==> src/rtl/rmf_pkg.sv <==
// Shared constants and cell link types for the running median filter.
package rmf_pkg;

	localparam int DATA_W         = 32;
	localparam int WIN_W          = 5;
	localparam int MAX_WINDOW_DEF = 31;

	localparam logic [WIN_W-1:0] WIN_RESET = WIN_W'(5);

	typedef struct packed {
		logic                     ins;
		logic                     rm;
		logic                     clr;
		logic signed [DATA_W-1:0] v;
		logic signed [DATA_W-1:0] e;
	} sc_ctl_t;

	typedef struct packed {
		logic signed [DATA_W-1:0] sp;
		logic                     lev;
		logic                     vld;
	} sc_fwd_t;

	typedef struct packed {
		logic signed [DATA_W-1:0] val;
		logic                     vld;
		logic                     le;
	} sc_bwd_t;

endpackage

==> src/rtl/rmf_sort_cell.sv <==
// One cell of the sorted window chain: removes the leaving value and inserts the new one.
module rmf_sort_cell (
	input  logic             clk,
	input  logic             arst_n,
	input  rmf_pkg::sc_ctl_t ctl,
	input  rmf_pkg::sc_fwd_t lin,
	input  rmf_pkg::sc_bwd_t rin,
	output rmf_pkg::sc_fwd_t fwd,
	output rmf_pkg::sc_bwd_t bwd
);
	import rmf_pkg::*;

	logic signed [DATA_W-1:0] s_q;
	logic                     vld_q;
	logic                     lt_e;
	logic                     le_raw;
	logic                     keep;
	logic signed [DATA_W-1:0] sp;
	logic                     vp;
	logic                     lev;
	logic signed [DATA_W-1:0] nxt;

	always_comb begin
		lt_e   = s_q < ctl.e;
		le_raw = s_q <= ctl.v;
		keep   = !ctl.rm || (vld_q && lt_e);
		sp     = keep ? s_q : rin.val;
		vp     = keep ? vld_q : rin.vld;
		lev    = vp && (keep ? le_raw : rin.le);
		if (lev) begin
			nxt = sp;
		end else if (lin.lev) begin
			nxt = ctl.v;
		end else begin
			nxt = lin.sp;
		end
	end

	always_ff @(posedge clk or negedge arst_n) begin
		if (!arst_n) begin
			vld_q <= 1'b0;
		end else if (ctl.clr) begin
			vld_q <= 1'b0;
		end else if (ctl.ins && !ctl.rm) begin
			vld_q <= vld_q | lin.vld;
		end
	end

	always_ff @(posedge clk) begin
		if (ctl.ins) begin
			s_q <= nxt;
		end
	end

	assign fwd.sp  = sp;
	assign fwd.lev = lev;
	assign fwd.vld = vld_q;
	assign bwd.val = s_q;
	assign bwd.vld = vld_q;
	assign bwd.le  = le_raw;

endmodule

==> config.mk <==
export PLATFORM = sky130hd
export DESIGN_NAME = rmf_sort_cell
export DESIGN_NICKNAME = d
export VERILOG_FILES = /design/src/rtl/rmf_pkg.sv /design/src/rtl/rmf_sort_cell.sv
export SDC_FILE = /design/constraint.sdc
export NUM_CORES = 1
export LEC_CHECK = 0
export BUFFER_PORTS_ARGS = -buffer_cell sky130_fd_sc_hd__buf_2
export CORE_MARGIN = 2
export CORE_UTILIZATION = 46
export DETAILED_ROUTE_END_ITERATION = 7
export PLACE_DENSITY = 0.81
export SLEW_MARGIN = 40
export SYNTH_ARGS = -nofsm -noshare
export SYNTH_HDL_FRONTEND = slang
export SYNTH_SLANG_ARGS = --single-unit
==> constraint.sdc <==
create_clock -name clk -period 4.1 [get_ports clk]
set_input_delay 0.615 -clock clk [delete_from_list [all_inputs] [get_ports clk]]
set_output_delay 0.615 -clock clk [all_outputs]
set_load 0.005 [all_outputs]
==> flow_metrics.tcl <==
set metrics [dict create \
    outcome "completed" \
    p_seq_frac 0.370 \
    h-tree-depth 2 \
    route.vias.total 3770 \
    fp.dieArea_um2 9020 \
    maxCapViolCount 0 \
    setup.worst_path.end_class "primary output" \
    avgSynthCellArea_um2 9.04 \
    slew_headroom 0.468 \
    swShare 0.330 \
    io_buffer_count 204 \
    synth_top_area_share 0.252 \
    grtUsageTotal 0.237 \
    intPower_uw 810 \
    drc 0 \
    grt_pass1_wl_um 16500 \
    viasPerCell 5.19 \
    cp.depth 11 \
    yosysMostFrequentCell "inv_1" \
    p_sw_uw 399 \
    path_buf_inv 4 \
    timing.final.crit_period_ns 3.74 \
    placed_cell_area_um2 4900 \
    min_path_type "in -> async" \
    final_util 0.614 \
    final-setup-viol-count 0 \
    yosysSeqAreaShare 0.259 \
    cp.arrival_ns 3.12 \
    synth.net_count 621 \
    ys_ff_latch 33 \
    ys_types 36 \
    area_delta_synth_final_pct 31.2 \
    cp_max_fo 12 \
    crit_path_max_incr_delay_ns 0.47 \
    clkPwrFrac 0.213 \
    antenna_found_initial 0 \
    fin_crit_sh 0.911 \
    synthTopCellsByCount "inv_1, mux2_2, ha_1, a21oi_1, nor2_1" \
    clkLatencyLatePin_ns 0.29 \
    avgRoutedWirePerCell_um 15.0 \
    drtAntennaViolNets 0 \
    wl_um 10900 \
    power.leakage_nw 2.62 \
    place_congestion 0.805 \
    numClockSinks 33 \
    tns_ns 0 \
    ys.flop_type "edfxtp_1" \
    slew_viol_final 0 \
    cts_tree "done" \
    path_class "reg -> out" \
    rrSetupSlack_ns 0.71 \
    critPathTopFamily "simple AND/OR/NAND/NOR gates" \
    die_y_um 95.0 \
    gr-total-overflow 0 \
    drive_above_1_share 0.463 \
    synthTopCellsByArea "edfxtp_1, ha_1, mux2_2" \
    synth.largest_area_cell "edfxtp_1" \
    cp_slowest_cell "edfxtp_1" \
    dp_hpwl_um 9080 \
    worstRegToRegCells 10 \
    rsz0062_at_grt "no" \
    start_util 0.468 \
    async_reset_ff_frac 0.0303 \
    cts_buffer_depth 2 \
    clkTransAtPathRegs_ns 0.07 \
    synth_area_um2 3810 \
    drtPass1Iterations 4 \
    pwr-share-comb 0.417 \
    ir_drop_v 0.000188 \
    cts_inserted_buffers 5 \
    tightest_slew_ns 0.798 \
    fp-row-count 33 \
    yosysWarnings 0 \
    nets 821 \
    syn_inst 421 \
    worstPathRequired_ns 3.48 \
    dieWidth_um 95.0 \
    holdBufCountCts 0 \
    grt_max_degree 41 \
    powerDensity_nw_per_um2 242 \
    dr.first_iter.drc_count 119 \
    rr_endpoint "s_q[14]$_DFFE_PP_" \
    finalHoldViolCount 0 \
    worstReg2RegStart "s_q[31]$_DFFE_PP_" \
    grt_pass1_vias 3629 \
    fin_area_um2 4990 \
    cp_cell_sequence "ha_1, nand4_1, nor4_2, inv_1, nor3_2, a211oi_2, nor2_4, buf_8, buf_8, mux2_2, buf_2" \
    coreArea_um2 8130 \
    synth_edf_count 32 \
    diodes 0 \
    cp_common_cell "buf_8" \
    skew_ns 0.00986 \
    ios 205 \
    root_buffer "clkbuf_8" \
    fmax_mhz 268 \
    start_kind "flip-flop" \
]
## stage by stage
stage	setup slack [ns]	cells	power, mW	hold slack, ns
2_1_floorplan	0.635	421	0.752	0.319
3_3_place_gp	0.0350	716	0.930	0.393
3_5_place_dp	0.120	718	0.958	0.394
4_1_cts	0.0279	726	1.22	0.0846
5_1_grt	0.146	727	1.30	0.0721
6_report	0.363	727	1.21	0.0960
## worst register-to-register path: cells and delay by family (launching register included)
| family | cells | cell delay [ns] |
|---|---|---|
| buf+inv | 1 | 0.31 |
| simple gates | 4 | 0.87 |
| compound gates | 3 | 0.66 |
| fa+ha+maj | 1 | 0.44 |
| flops | 1 | 0.47 |
| mux | 1 | 0.39 |
## final cells by class
class | count | area [um^2]
fill | 720 | 3140
multi-input combinational | 303 | 2450
timing repair buffer | 210 | 1080
sequential | 33 | 986
inverter | 68 | 255
tap | 105 | 131
clock buffer | 8 | 90.1
## what timing repair did
| action | CTS | global route |
|---|---|---|
| setup buffers | 0 | 1 |
| endpoints found under the setup margin | 0 | 12 |
| resized for setup | 0 | 0 |
## power groups by stage
stage | sequential [mW] | clock (mW) | combinational, mW
global route | 0.452 | 0.283 | 0.568
detailed placement | 0.455 | 0 | 0.503
floorplan | 0.446 | 0 | 0.306
global placement | 0.453 | 0 | 0.477
finish | 0.447 | 0.258 | 0.504
CTS | 0.448 | 0.266 | 0.506
## routing by layer
metal	track usage	vias up	wire, um
met2	0.462	155	5690
met4	0.0556	0	124
li1	-	1885	-
met5	0	-	0
met1	0.266	1720	4430
met3	0.0383	10	661
## how the worst max path moves through the flow
stage | from | to
2_1_floorplan | ctl[2] | fwd[1]
3_5_place_dp | ctl[31] | fwd[17]
5_1_grt | s_q[31]$_DFFE_PP_ | fwd[17]
3_3_place_gp | ctl[31] | fwd[15]
4_1_cts | s_q[31]$_DFFE_PP_ | fwd[17]
6_report | s_q[31]$_DFFE_PP_ | fwd[17]
## cell usage in the layout (no fill, tap or decap), types with 3 or more instances in the layout
| master | instances |
|---|---|
| nand4_1 | 9 |
| buf_2 | 204 |
| buf_4 | 4 |
| a21o_1 | 3 |
| a211o_1 | 4 |
| clkbuf_8 | 6 |
| o21ai_0 | 7 |
| mux2_2 | 65 |
| inv_1 | 68 |
| nand2_1 | 23 |
| edfxtp_1 | 32 |
| nand3_1 | 5 |
| nor2b_1 | 3 |
| a21oi_1 | 58 |
| ha_1 | 63 |
| nor2_1 | 39 |
## kinds of logic (layout without fill, tap and decap cells)
logic type / after synthesis / in the layout / synth area share
AND/OR/NAND/NOR: 89 / 89 / 0.106
AO/OA/AOI/OAI: 85 / 85 / 0.132
buffers and inverters: 85 / 286 / 0.0996
multiplexers: 66 / 66 / 0.196
adder cells (fa/ha/maj): 63 / 63 / 0.207
flip-flops: 33 / 33 / 0.259
## registers in the layout (all words and copies together) (netlist names)
name,count
s_q,32
vld_q,1
(Power assumes the default switching activity.)
